$ cat config.mk
export PLATFORM = sky130hd
export DESIGN_NAME = obex_response_header_parser
export DESIGN_NICKNAME = d
export VERILOG_FILES = /design/src/rtl/obxp_pkg.sv /design/src/rtl/obex_response_header_parser.sv /design/src/rtl/obxp_front.sv /design/src/rtl/obxp_back.sv
export SDC_FILE = /design/constraint.sdc
export NUM_CORES = 1
export LEC_CHECK = 0
export ABC_AREA = 1
export ABC_CLOCK_PERIOD_IN_PS = 5610
export BUFFER_PORTS_ARGS = -buffer_cell sky130_fd_sc_hd__buf_2
export CORE_ASPECT_RATIO = 1.5
export CORE_UTILIZATION = 62
export DETAILED_ROUTE_END_ITERATION = 6
export PLACE_DENSITY = 0.82
export RECOVER_POWER = 25
export SLEW_MARGIN = 20
export SYNTH_ARGS = -nofsm -noshare
export SYNTH_HDL_FRONTEND = slang
export SYNTH_SLANG_ARGS = --single-unit
export TNS_END_PERCENT = 20
$ cat constraint.sdc
create_clock -name i_clk -period 5.61 [get_ports i_clk]
set_input_delay 1.4025 -clock i_clk [delete_from_list [all_inputs] [get_ports i_clk]]
set_output_delay 1.4025 -clock i_clk [all_outputs]
set_load 0.01 [all_outputs]
$ cat src/rtl/obxp_pkg.sv
// ----------------------------------------------------------------------------
// obxp_pkg
// Shared types and constants of the OBEX response header parser.
// ----------------------------------------------------------------------------
package obxp_pkg;

    // Packet and header length fields are 16 bits wide
    localparam int unsigned LEN_W = 16;

    // Header walker phase
    typedef enum logic [2:0] {
        PH_ID      = 3'd0,
        PH_LEN_HI  = 3'd1,
        PH_LEN_LO  = 3'd2,
        PH_PAYLOAD = 3'd3,
        PH_ONE     = 3'd4,
        PH_FOUR    = 3'd5
    } t_phase;

    // Packet outcome reported on the last byte
    typedef enum logic [2:0] {
        ST_PENDING   = 3'd0,
        ST_SUCCESS   = 3'd1,
        ST_CONTINUE  = 3'd2,
        ST_REJECTED  = 3'd3,
        ST_MALFORMED = 3'd4
    } t_status;

    // Header id encoding (top two bits of the id)
    typedef enum logic [1:0] {
        ENC_TEXT  = 2'd0,
        ENC_BYTES = 2'd1,
        ENC_ONE   = 2'd2,
        ENC_FOUR  = 2'd3
    } t_enc;

    // Response codes and header ids
    localparam logic [7:0] CODE_SUCCESS  = 8'hA0;
    localparam logic [7:0] CODE_CONTINUE = 8'h90;
    localparam logic [7:0] HID_CONN_ID   = 8'hCB;
    localparam logic [7:0] HID_SRM       = 8'h97;
    localparam logic [7:0] HID_BODY      = 8'h48;
    localparam logic [7:0] HID_END_BODY  = 8'h49;
    localparam logic [7:0] SRM_ENABLE    = 8'h01;

    // Length limits
    localparam logic [LEN_W-1:0] MIN_PACKET_LEN     = 16'd3;
    localparam logic [LEN_W-1:0] CONNECT_PREFIX_LEN = 16'd7;
    localparam logic [LEN_W-1:0] HDR_MIN_LEN        = 16'd3;
    localparam logic [LEN_W-1:0] FOUR_HDR_LEN       = 16'd5;
    localparam logic [LEN_W-1:0] ONE_HDR_LEN        = 16'd2;
    localparam logic [LEN_W-1:0] FOUR_VALUE_BYTES   = 16'd4;
    localparam logic [LEN_W-1:0] MAX_PACKET_FLOOR   = 16'd255;
    localparam logic [LEN_W-1:0] MAX_PACKET_MIN_CAP = 16'd127;
    localparam logic [LEN_W-1:0] MAX_PACKET_RESET   = 16'd255;

    // Connect prefix byte offsets of the remote max packet
    localparam logic [LEN_W-1:0] POS_MAXPKT_HI = 16'd5;
    localparam logic [LEN_W-1:0] POS_MAXPKT_LO = 16'd6;

    // Configuration register indexes
    localparam int unsigned CFG_IDX_W = 1;
    localparam logic [CFG_IDX_W-1:0] CFG_CONNECT_MODE  = 1'b0;
    localparam logic [CFG_IDX_W-1:0] CFG_TRANSPORT_CAP = 1'b1;

    // Header ids that the back end acts on
    typedef struct packed {
        logic is_body;
        logic is_srm;
        logic is_conn_id;
    } t_hid_cls;

    // Classification of one received byte
    typedef struct packed {
        t_enc     enc;
        t_hid_cls hid;
        logic     is_srm_on;
    } t_cls;

    // Queue entry between front and back
    typedef struct packed {
        logic [7:0] rx_byte;
        logic       packet_start;
        t_cls       cls;
    } t_item;

    // Configuration seen by the back end
    typedef struct packed {
        logic             connect_mode;
        logic [LEN_W-1:0] transport_cap;
    } t_cfg;

endpackage

$ cat src/rtl/obex_response_header_parser.sv
// ----------------------------------------------------------------------------
// obex_response_header_parser
// OBEX response packet parser, one received byte in and one result out per byte.
// ----------------------------------------------------------------------------
// Throughput is one byte per clock while bytes arrive and the result side does
// not stall. A taken byte passes through the two-entry input queue and then
// loads the parser's result register; the header walker updates its state
// from each byte. While a result is stalled the queue keeps taking input until
// it holds two bytes. Configuration writes are taken every cycle (o_cfg_ready
// is tied high) and must only be issued while the parser is idle. Results of
// the remote max packet, connection id and SRM flag are the current values
// after the byte.
module obex_response_header_parser #(
    parameter int unsigned RX_BUFFER_BYTES = 4096
) (
    input  logic                                i_clk,
    input  logic                                i_rst_n,
    // Received bytes
    input  logic                                i_in_valid,
    output logic                                o_in_stall,
    input  logic [7:0]                          i_rx_byte,
    input  logic                                i_packet_start,
    // Results
    output logic                                o_out_valid,
    input  logic                                i_out_stall,
    output logic                                o_body_valid,
    output logic [7:0]                          o_body_data,
    output logic                                o_packet_end,
    output logic [2:0]                          o_status,
    output logic                                o_srm_enabled,
    output logic [31:0]                         o_connection_id,
    output logic [15:0]                         o_remote_max_packet,
    // Configuration writes
    input  logic                                i_cfg_valid,
    output logic                                o_cfg_ready,
    input  logic [obxp_pkg::CFG_IDX_W-1:0]      i_cfg_index,
    input  logic [15:0]                         i_cfg_data
);

    logic                   r_connect_mode;
    logic [15:0]            r_transport_cap;
    obxp_pkg::t_cfg         w_cfg;
    logic                   w_q_valid;
    obxp_pkg::t_item        w_q_item;
    logic                   w_q_pop;

    // Configuration registers
    assign o_cfg_ready = 1'b1;

    always_ff @(posedge i_clk) begin
        if (!i_rst_n) begin
            r_connect_mode  <= 1'b0;
            r_transport_cap <= '0;
        end else if (i_cfg_valid && o_cfg_ready) begin
            unique case (i_cfg_index)
                obxp_pkg::CFG_CONNECT_MODE:  r_connect_mode  <= i_cfg_data[0];
                obxp_pkg::CFG_TRANSPORT_CAP: r_transport_cap <= i_cfg_data;
            endcase
        end
    end

    assign w_cfg = '{connect_mode: r_connect_mode, transport_cap: r_transport_cap};

    // Accept, classify and queue
    obxp_front u_front (
        .i_clk          (i_clk),
        .i_rst_n        (i_rst_n),
        .i_in_valid     (i_in_valid),
        .o_in_stall     (o_in_stall),
        .i_rx_byte      (i_rx_byte),
        .i_packet_start (i_packet_start),
        .o_q_valid      (w_q_valid),
        .o_q_item       (w_q_item),
        .i_q_pop        (w_q_pop)
    );

    // Parse and report
    obxp_back #(
        .RX_BUFFER_BYTES (RX_BUFFER_BYTES)
    ) u_back (
        .i_clk               (i_clk),
        .i_rst_n             (i_rst_n),
        .i_q_valid           (w_q_valid),
        .i_q_item            (w_q_item),
        .o_q_pop             (w_q_pop),
        .i_cfg               (w_cfg),
        .o_out_valid         (o_out_valid),
        .i_out_stall         (i_out_stall),
        .o_body_valid        (o_body_valid),
        .o_body_data         (o_body_data),
        .o_packet_end        (o_packet_end),
        .o_status            (o_status),
        .o_srm_enabled       (o_srm_enabled),
        .o_connection_id     (o_connection_id),
        .o_remote_max_packet (o_remote_max_packet)
    );

endmodule

$ cat src/rtl/obxp_front.sv
// ----------------------------------------------------------------------------
// obxp_front
// Accepts received bytes, classifies them and queues them for the back end.
// ----------------------------------------------------------------------------
module obxp_front (
    input  logic               i_clk,
    input  logic               i_rst_n,
    input  logic               i_in_valid,
    output logic               o_in_stall,
    input  logic [7:0]         i_rx_byte,
    input  logic               i_packet_start,
    output logic               o_q_valid,
    output obxp_pkg::t_item    o_q_item,
    input  logic               i_q_pop
);

    localparam int unsigned DEPTH = 2;
    localparam int unsigned PTR_W = $clog2(DEPTH);
    localparam int unsigned CNT_W = $clog2(DEPTH + 1);

    obxp_pkg::t_item    r_mem [DEPTH];
    logic [PTR_W-1:0]   r_wptr;
    logic [PTR_W-1:0]   r_rptr;
    logic [CNT_W-1:0]   r_count;
    obxp_pkg::t_cls     w_cls;
    logic               w_push;

    // Classify the byte as a potential header id
    always_comb begin
        w_cls.enc            = obxp_pkg::t_enc'(i_rx_byte[7:6]);
        w_cls.hid.is_body    = (i_rx_byte == obxp_pkg::HID_BODY) ||
                               (i_rx_byte == obxp_pkg::HID_END_BODY);
        w_cls.hid.is_srm     = (i_rx_byte == obxp_pkg::HID_SRM);
        w_cls.hid.is_conn_id = (i_rx_byte == obxp_pkg::HID_CONN_ID);
        w_cls.is_srm_on      = (i_rx_byte == obxp_pkg::SRM_ENABLE);
    end

    assign o_in_stall = (r_count == CNT_W'(DEPTH));
    assign w_push     = i_in_valid && !o_in_stall;
    assign o_q_valid  = (r_count != '0);
    assign o_q_item   = r_mem[r_rptr];

    // Queue storage
    always_ff @(posedge i_clk) begin
        if (w_push) begin
            r_mem[r_wptr] <= '{rx_byte: i_rx_byte, packet_start: i_packet_start,
                               cls: w_cls};
        end
    end

    // Queue pointers and fill level
    always_ff @(posedge i_clk) begin
        if (!i_rst_n) begin
            r_wptr  <= '0;
            r_rptr  <= '0;
            r_count <= '0;
        end else begin
            if (w_push) begin
                r_wptr <= (r_wptr == PTR_W'(DEPTH - 1)) ? '0 : r_wptr + 1'b1;
            end
            if (i_q_pop) begin
                r_rptr <= (r_rptr == PTR_W'(DEPTH - 1)) ? '0 : r_rptr + 1'b1;
            end
            if (w_push && !i_q_pop) begin
                r_count <= r_count + 1'b1;
            end else if (!w_push && i_q_pop) begin
                r_count <= r_count - 1'b1;
            end
        end
    end

endmodule

$ cat src/rtl/obxp_back.sv
// ----------------------------------------------------------------------------
// obxp_back
// Packet and header parser: one queued byte per cycle, while the result is not stalled, into the result register.
// ----------------------------------------------------------------------------
module obxp_back #(
    parameter int unsigned RX_BUFFER_BYTES = 4096
) (
    input  logic                         i_clk,
    input  logic                         i_rst_n,
    input  logic                         i_q_valid,
    input  obxp_pkg::t_item              i_q_item,
    output logic                         o_q_pop,
    input  obxp_pkg::t_cfg               i_cfg,
    output logic                         o_out_valid,
    input  logic                         i_out_stall,
    output logic                         o_body_valid,
    output logic [7:0]                   o_body_data,
    output logic                         o_packet_end,
    output logic [2:0]                   o_status,
    output logic                         o_srm_enabled,
    output logic [31:0]                  o_connection_id,
    output logic [obxp_pkg::LEN_W-1:0]   o_remote_max_packet
);

    localparam int unsigned LW = obxp_pkg::LEN_W;

    // Parser state
    logic [LW-1:0]          r_pos, n_pos;
    logic [LW-1:0]          r_plen, n_plen;
    logic [7:0]             r_rc, n_rc;
    obxp_pkg::t_hid_cls     r_hcls, n_hcls;
    obxp_pkg::t_phase       r_phase, n_phase;
    logic [LW-1:0]          r_hrem, n_hrem;
    logic [31:0]            r_vshift, n_vshift;
    logic                   r_stopped, n_stopped;
    logic                   r_srm, n_srm;
    logic [31:0]            r_conn, n_conn;
    logic [LW-1:0]          r_mp, n_mp;

    // Result register
    logic                   r_out_valid;
    logic                   r_body_valid, n_body_valid;
    logic [7:0]             r_body_data, n_body_data;
    logic                   r_end, n_end;
    obxp_pkg::t_status      r_status, n_status;

    // Step decode
    logic                   w_fire;
    logic [7:0]             w_b;
    logic                   w_start;
    logic                   w_run;
    logic                   w_at1;
    logic                   w_at2;
    logic [LW-1:0]          w_plen_next;
    logic                   w_len_bad;
    logic                   w_pre;
    logic                   w_rc_ok;
    logic                   w_hdr;
    logic [LW:0]            w_rem;
    logic [LW-1:0]          w_hlen;
    logic [LW+1:0]          w_hsum;
    logic                   w_hlen_bad;
    logic [LW-1:0]          w_hrem_dec;
    logic                   w_id_stop;
    logic [LW:0]            w_pos_inc;
    logic                   w_end;
    logic [LW-1:0]          w_mp_raw;
    logic [LW-1:0]          w_mp_floor;
    logic [LW-1:0]          w_cap_lim;
    logic [LW-1:0]          w_mp;
    logic                   w_mp_load;
    logic                   w_vs_hi;

    assign w_fire  = i_q_valid && (!r_out_valid || !i_out_stall);
    assign o_q_pop = w_fire;

    assign w_b     = i_q_item.rx_byte;
    assign w_start = i_q_item.packet_start;
    assign w_run   = !w_start && (r_pos != '0);
    assign w_at1   = (r_pos == LW'(1));
    assign w_at2   = (r_pos == LW'(2));
    assign w_rc_ok = (r_rc == obxp_pkg::CODE_SUCCESS);

    // Packet length assembly, big-endian
    always_comb begin
        priority if (w_at1) begin
            w_plen_next = {w_b, 8'h00};
        end else if (w_at2) begin
            w_plen_next = {r_plen[LW-1:8], w_b};
        end else begin
            w_plen_next = r_plen;
        end
    end

    assign w_len_bad = w_run && w_at2 &&
                       ((w_plen_next < obxp_pkg::MIN_PACKET_LEN) ||
                        ({1'b0, w_plen_next} > (LW+1)'(RX_BUFFER_BYTES)));

    // Connect prefix bytes (version, flags, max packet)
    assign w_pre = w_run && i_cfg.connect_mode && !w_at1 && !w_at2 &&
                   (r_pos < obxp_pkg::CONNECT_PREFIX_LEN);
    assign w_hdr = w_run && !w_at1 && !w_at2 && !w_pre && !r_stopped &&
                   (!i_cfg.connect_mode || w_rc_ok);

    // Header bounds checks
    assign w_rem      = {1'b0, r_plen} - {1'b0, r_pos};
    assign w_hlen     = {r_hrem[LW-1:8], w_b};
    assign w_hsum     = {2'b00, r_pos} - (LW+2)'(2) + {2'b00, w_hlen};
    assign w_hlen_bad = (w_hlen < obxp_pkg::HDR_MIN_LEN) || (w_hsum > {2'b00, r_plen});
    assign w_hrem_dec = r_hrem - LW'(1);

    always_comb begin
        unique case (i_q_item.cls.enc)
            obxp_pkg::ENC_FOUR: w_id_stop = (w_rem < {1'b0, obxp_pkg::FOUR_HDR_LEN});
            obxp_pkg::ENC_ONE:  w_id_stop = (w_rem < {1'b0, obxp_pkg::ONE_HDR_LEN});
            obxp_pkg::ENC_TEXT,
            obxp_pkg::ENC_BYTES: w_id_stop = (w_rem < {1'b0, obxp_pkg::HDR_MIN_LEN});
        endcase
    end

    // End of packet
    assign w_pos_inc = {1'b0, r_pos} + (LW+1)'(1);
    assign w_end     = w_len_bad ||
                       (w_run && !w_at1 && (w_pos_inc >= {1'b0, w_plen_next}));

    // Remote max packet: floor, then cap by the transport limit
    assign w_mp_raw   = {r_vshift[15:8], w_b};
    assign w_mp_floor = (w_mp_raw < obxp_pkg::MAX_PACKET_FLOOR) ?
                        obxp_pkg::MAX_PACKET_FLOOR : w_mp_raw;
    assign w_cap_lim  = (i_cfg.transport_cap < obxp_pkg::MAX_PACKET_MIN_CAP) ?
                        obxp_pkg::MAX_PACKET_MIN_CAP : i_cfg.transport_cap;
    assign w_mp       = ((i_cfg.transport_cap != '0) && (w_mp_floor > w_cap_lim)) ?
                        w_cap_lim : w_mp_floor;
    assign w_mp_load  = w_pre && (r_pos == obxp_pkg::POS_MAXPKT_LO) && w_rc_ok;
    assign w_vs_hi    = w_pre && (r_pos == obxp_pkg::POS_MAXPKT_HI);

    // Header phase next state
    always_comb begin
        n_phase = r_phase;
        if (w_fire) begin
            if (w_start) begin
                n_phase = obxp_pkg::PH_ID;
            end else if (w_hdr) begin
                unique case (r_phase)
                    obxp_pkg::PH_ID: begin
                        if (!w_id_stop) begin
                            unique case (i_q_item.cls.enc)
                                obxp_pkg::ENC_FOUR: n_phase = obxp_pkg::PH_FOUR;
                                obxp_pkg::ENC_ONE:  n_phase = obxp_pkg::PH_ONE;
                                obxp_pkg::ENC_TEXT,
                                obxp_pkg::ENC_BYTES: n_phase = obxp_pkg::PH_LEN_HI;
                            endcase
                        end
                    end
                    obxp_pkg::PH_LEN_HI: n_phase = obxp_pkg::PH_LEN_LO;
                    obxp_pkg::PH_LEN_LO: begin
                        n_phase = (w_hlen_bad || (w_hlen == obxp_pkg::HDR_MIN_LEN)) ?
                                  obxp_pkg::PH_ID : obxp_pkg::PH_PAYLOAD;
                    end
                    obxp_pkg::PH_PAYLOAD: begin
                        if (w_hrem_dec == '0) begin
                            n_phase = obxp_pkg::PH_ID;
                        end
                    end
                    obxp_pkg::PH_ONE: n_phase = obxp_pkg::PH_ID;
                    default: begin
                        if (w_hrem_dec == '0) begin
                            n_phase = obxp_pkg::PH_ID;
                        end
                    end
                endcase
            end
        end
    end

    // Packet and header datapath
    always_comb begin
        n_pos     = r_pos;
        n_plen    = r_plen;
        n_rc      = r_rc;
        n_hcls    = r_hcls;
        n_hrem    = r_hrem;
        n_vshift  = r_vshift;
        n_stopped = r_stopped;
        n_srm     = r_srm;
        n_conn    = r_conn;
        n_mp      = r_mp;
        if (w_fire) begin
            if (w_start) begin
                n_rc      = w_b;
                n_pos     = LW'(1);
                n_plen    = '0;
                n_hrem    = '0;
                n_vshift  = '0;
                n_stopped = 1'b0;
            end else if (r_pos != '0) begin
                n_plen = w_plen_next;
                n_pos  = w_end ? '0 : w_pos_inc[LW-1:0];
                if (w_vs_hi) begin
                    n_vshift = {16'h0000, w_b, 8'h00};
                end
                if (w_mp_load) begin
                    n_mp     = w_mp;
                    n_vshift = '0;
                end
                if (w_hdr) begin
                    unique case (r_phase)
                        obxp_pkg::PH_ID: begin
                            n_hcls = i_q_item.cls.hid;
                            if (w_id_stop) begin
                                n_stopped = 1'b1;
                            end else if (i_q_item.cls.enc == obxp_pkg::ENC_FOUR) begin
                                n_hrem   = obxp_pkg::FOUR_VALUE_BYTES;
                                n_vshift = '0;
                            end
                        end
                        obxp_pkg::PH_LEN_HI: n_hrem = {w_b, 8'h00};
                        obxp_pkg::PH_LEN_LO: begin
                            if (w_hlen_bad) begin
                                n_stopped = 1'b1;
                            end else begin
                                n_hrem = w_hlen - obxp_pkg::HDR_MIN_LEN;
                            end
                        end
                        obxp_pkg::PH_PAYLOAD: n_hrem = w_hrem_dec;
                        obxp_pkg::PH_ONE: begin
                            if (!i_cfg.connect_mode && r_hcls.is_srm &&
                                i_q_item.cls.is_srm_on) begin
                                n_srm = 1'b1;
                            end
                        end
                        default: begin
                            n_vshift = {r_vshift[23:0], w_b};
                            n_hrem   = w_hrem_dec;
                            if ((w_hrem_dec == '0) && i_cfg.connect_mode &&
                                r_hcls.is_conn_id) begin
                                n_conn = {r_vshift[23:0], w_b};
                            end
                        end
                    endcase
                end
            end
        end
    end

    // Result fields of this step
    always_comb begin
        n_body_valid = w_hdr && (r_phase == obxp_pkg::PH_PAYLOAD) &&
                       !i_cfg.connect_mode && r_hcls.is_body;
        n_body_data  = n_body_valid ? w_b : 8'h00;
        n_end        = w_end;
        priority if (!w_end) begin
            n_status = obxp_pkg::ST_PENDING;
        end else if (w_len_bad) begin
            n_status = obxp_pkg::ST_MALFORMED;
        end else if (i_cfg.connect_mode) begin
            if (w_plen_next < obxp_pkg::CONNECT_PREFIX_LEN) begin
                n_status = obxp_pkg::ST_MALFORMED;
            end else begin
                n_status = w_rc_ok ? obxp_pkg::ST_SUCCESS : obxp_pkg::ST_REJECTED;
            end
        end else if (w_rc_ok) begin
            n_status = obxp_pkg::ST_SUCCESS;
        end else if (r_rc == obxp_pkg::CODE_CONTINUE) begin
            n_status = obxp_pkg::ST_CONTINUE;
        end else begin
            n_status = obxp_pkg::ST_REJECTED;
        end
    end

    // Control state
    always_ff @(posedge i_clk) begin
        if (!i_rst_n) begin
            r_pos       <= '0;
            r_plen      <= '0;
            r_rc        <= '0;
            r_hcls      <= '0;
            r_phase     <= obxp_pkg::PH_ID;
            r_hrem      <= '0;
            r_vshift    <= '0;
            r_stopped   <= 1'b0;
            r_srm       <= 1'b0;
            r_conn      <= '0;
            r_mp        <= obxp_pkg::MAX_PACKET_RESET;
            r_out_valid <= 1'b0;
        end else begin
            r_pos     <= n_pos;
            r_plen    <= n_plen;
            r_rc      <= n_rc;
            r_hcls    <= n_hcls;
            r_phase   <= n_phase;
            r_hrem    <= n_hrem;
            r_vshift  <= n_vshift;
            r_stopped <= n_stopped;
            r_srm     <= n_srm;
            r_conn    <= n_conn;
            r_mp      <= n_mp;
            if (w_fire) begin
                r_out_valid <= 1'b1;
            end else if (!i_out_stall) begin
                r_out_valid <= 1'b0;
            end
        end
    end

    // Result payload
    always_ff @(posedge i_clk) begin
        if (w_fire) begin
            r_body_valid <= n_body_valid;
            r_body_data  <= n_body_data;
            r_end        <= n_end;
            r_status     <= n_status;
        end
    end

    // Sticky fields change only when a new result loads, so they drive out directly
    assign o_out_valid         = r_out_valid;
    assign o_body_valid        = r_body_valid;
    assign o_body_data         = r_body_data;
    assign o_packet_end        = r_end;
    assign o_status            = r_status;
    assign o_srm_enabled       = r_srm;
    assign o_connection_id     = r_conn;
    assign o_remote_max_packet = r_mp;

endmodule

==> out/summary.txt <==
initial antenna violation count - 0
total wire length - 43300 um
ys flop type - dfxtp_1
#FFs+latches synth - 198
layout cells sized above 1 - 9.64%
final setup fails - 0
die area - 23200 um2
clk_lat worst skew - 0.46 ns
Peak supply drop - 0.293 mV
fraction of registers with async set/reset - 0%
ant diodes - 0
first-pass GRT wire length - 67600 um
number of I/O pins - 96
# H-tree levels - 4
Worst R2R Path Depth - 26
PortBufs - 94
Combinational Power Share - 57.9%
Critical Path RT - 5.99 ns
Clock Pin Slew Worst Setup and Hold Paths - 0.08 ns
most frequent CP cell - nand2_1
EDFF count, synth - 39
routability cong. - 0.994
Total Routing Usage GR - 37.3%
Hold WS - 0.443 ns
RSZ-0062 raised after global routing - false
Post-Syn Area - 14000 um2
Root Buffer - clkbuf_16
Via Count - 14287
Sequential Power Share - 25.0%
critical path capture point type - flip-flop
DRT Pass-1 Iters - 7
CP Launch Type - flip-flop
Mapped Cells - 2069
post-synthesis sequential area ratio - 31.1%
clk_skew - 0.0131 ns
die width - 125 um
pwr/cell area - 469 nW/um2
worst-margin pin slew - 3.14 ns
largest net degree at the start of global routing - 82
CP max FO - 25
P&R area growth vs syn - 7.40%
slew margin rel. - -109%
# resized after CTS - 0
via/cell ratio - 5.95
Sw Ratio - 49.9%
initial DRC count - 1235
failing checks - design-rule violations, max-capacitance violations, max-slew violations
number of post-CTS setup repair buffers - 0
Final ANT Viol Nets - 0
Hold Fails Final Rpt - 0
Hold Path Stages - 2
Core Area - 22300 um2
HP Class - reg2reg
Register Area - 4350 um2
cell family with the largest share of critical-path delay - simple AND/OR/NAND/NOR gates
Initial Util - 62.9%
nets@finish - 2238
period utilisation layout - 90.1%
Wirelength per Cell - 18.0 um
max-cap viol count - 2
setup TNS - 0 ns
Clock Power Share - 17.1%
CP Class - reg2reg
vias in the first global route - 13574
Clock Tree Buf Depth - 2
Detailed Place HPWL - 32100 um
WP data arrival - 5.43 ns
# hold bufs at CTS - 0
CTS tree - yes
Slowest-stage cell, CP - nor3_1
Residual DRC - 32
Crit path depth - 26
multi-input logic area - 8110 um2
post-route minimum period - 5.05 ns
grt ovf - 0
YS warnings - 0
CTS Buf Count - 17
Post-Synthesis Net Count - 2194
f_max - 198 MHz
Worst Path Buf+Inv - 3
DIE HEIGHT - 186 um
Syn Area/Cell - 6.77 um2
Slew Viols, Final - 128
status - finished with violations
P_sw - 3.52 mW
Leak - 7.03 nW
Fill cells - 2020
# clock sinks - 198
row count - 67
number of distinct library cells after synthesis - 57
Crit path largest cell delay - 0.48 ns
Cell Int Power - 3.54 mW
## metrics by stage
step	total power, mW	instances	cell area (um2)	setup WS (ns)	util [%]
global placement	5.64	2370	14500	0.873	65.1
global route	7.55	2402	15100	0.108	67.5
finish	7.06	2402	15100	0.557	67.5
floorplan	4.69	2069	14000	1.71	-
CTS	6.94	2402	15100	0.702	67.6
detailed placement	5.74	2370	14500	0.771	65.1
## layout by cell type (no fill, tap or decap), types with 7 or more instances in the layout
cell and instances:
o211ai_1 14, edfxtp_1 39, nor3_1 41, o21ai_1 10, nand3b_1 7, buf_2 78, nand4_1 27, inv_1 272
a21oi_2 9, o21ai_0 116, nand3_2 15, a21oi_1 190, nor2_2 9, nor2_1 194, clkbuf_16 17, ha_1 92
dfxtp_1 159, xor2_1 51, a211oi_1 9, nand3_1 132, a31oi_1 19, nand2_2 14, buf_4 19, inv_2 9
nor3b_1 10, nor4_1 10, clkbuf_1 21, nand2_1 466
## cells in the mapped netlist (6+ instances only)
master | instances | share of area (%)
a211oi_1 | 9 | 0.48
a21oi_1 | 190 | 6.8
a21oi_2 | 9 | 0.56
a31oi_1 | 19 | 0.85
buf_2 | 12 | 0.43
buf_4 | 7 | 0.37
buf_6 | 10 | 0.80
clkbuf_1 | 55 | 1.5
dfxtp_1 | 159 | 23
edfxtp_1 | 39 | 8.4
ha_1 | 92 | 8.2
inv_1 | 271 | 7.3
inv_2 | 10 | 0.27
nand2_1 | 466 | 12
nand2_2 | 14 | 0.62
nand3_1 | 133 | 4.7
nand3_2 | 14 | 1.0
nand3b_1 | 7 | 0.37
nand4_1 | 27 | 1.2
nor2_1 | 194 | 5.2
nor2_2 | 9 | 0.40
nor3_1 | 41 | 1.5
nor3b_1 | 10 | 0.54
nor4_1 | 10 | 0.45
o211ai_1 | 14 | 0.75
o21ai_0 | 115 | 4.1
o21ai_1 | 11 | 0.39
o21ai_2 | 6 | 0.37
xnor2_1 | 6 | 0.37
xor2_1 | 51 | 3.2
## routing by layer
metal	wire length [um]	GRT usage (%)
met3	2890	5.75
met2	21700	69.1
met4	3360	30.5
met1	15300	37.5
met5	0	0
## kinds of logic after synthesis
kind of cell | share of synthesized area (%)
XOR/XNOR | 3.56
other | 0.0268
adder cells (fa/ha/maj) | 8.50
AO/OA/AOI/OAI | 15.8
buffers and inverters | 11.1
AND/OR/NAND/NOR | 29.9
flip-flops | 31.1
## state kept, by name, summed over array words and instances (netlist names), 2 cells and up, named ones only
signal                      count
u_back.r_rc                     8
u_back.r_phase                  3
u_back.r_vshift                24
u_back.r_plen                  16
u_back.r_hcls                   3
u_back.o_connection_id         32
r_transport_cap                16
u_front.r_count                 2
u_back.o_body_data              8
u_back.o_remote_max_packet     16
u_back.o_status                 3
u_back.r_hrem                  16
u_front.r_mem                  26
u_back.r_pos                   16
## final cells by class
type	instances	share of cell area, %
flip-flops and latches	198	28.9
clock buffers	20	2.90
well taps	276	2.29
multi-input cells	1494	53.9
repair buffers	115	3.99
clock inverters	12	0.798
inverters	287	7.20
## power groups by stage
stage          clock network [mW]  logic [mW]  registers [mW]
2_1_floorplan                   0        2.93            1.76
3_3_place_gp                    0        3.86            1.79
3_5_place_dp                    0        3.95            1.79
4_1_cts                      1.20        3.98            1.76
5_1_grt                      1.26        4.51            1.78
6_report                     1.21        4.09            1.77
## worst paths after layout
| path | startpoint | slack [ns] | end |
|---|---|---|---|
| hold / removal | u_back.o_connection_id[22] | 0.44 | u_back.o_connection_id[22] |
| hold reg to reg | u_back.o_connection_id[22] | 0.44 | u_back.o_connection_id[22] |
| setup reg to reg | u_back.r_pos[1] | 0.56 | u_back.r_hrem[15] |
| setup / recovery | u_back.r_pos[1] | 0.56 | u_back.r_hrem[15] |
## worst register-to-register path: stages (launching register included)
cell,delay (ns)
dfxtp_1,0.42
inv_1,0.24
ha_1,0.25
nand4_1,0.22
nor3_1,0.48
nand3_1,0.22
xor2_1,0.20
ha_1,0.33
nand2_1,0.11
inv_1,0.06
nand2_1,0.07
nand2_1,0.07
a21oi_1,0.22
inv_1,0.07
a31oi_1,0.16
xnor2_1,0.09
ha_1,0.27
nand2_1,0.06
nor3_1,0.22
nand3b_1,0.13
a21oi_2,0.18
nand2_1,0.09
nand2_1,0.12
nand3_4,0.26
nand2_1,0.17
nand2_1,0.06
a21oi_1,0.23
No activity file was read; power rests on OpenSTA's default activity.
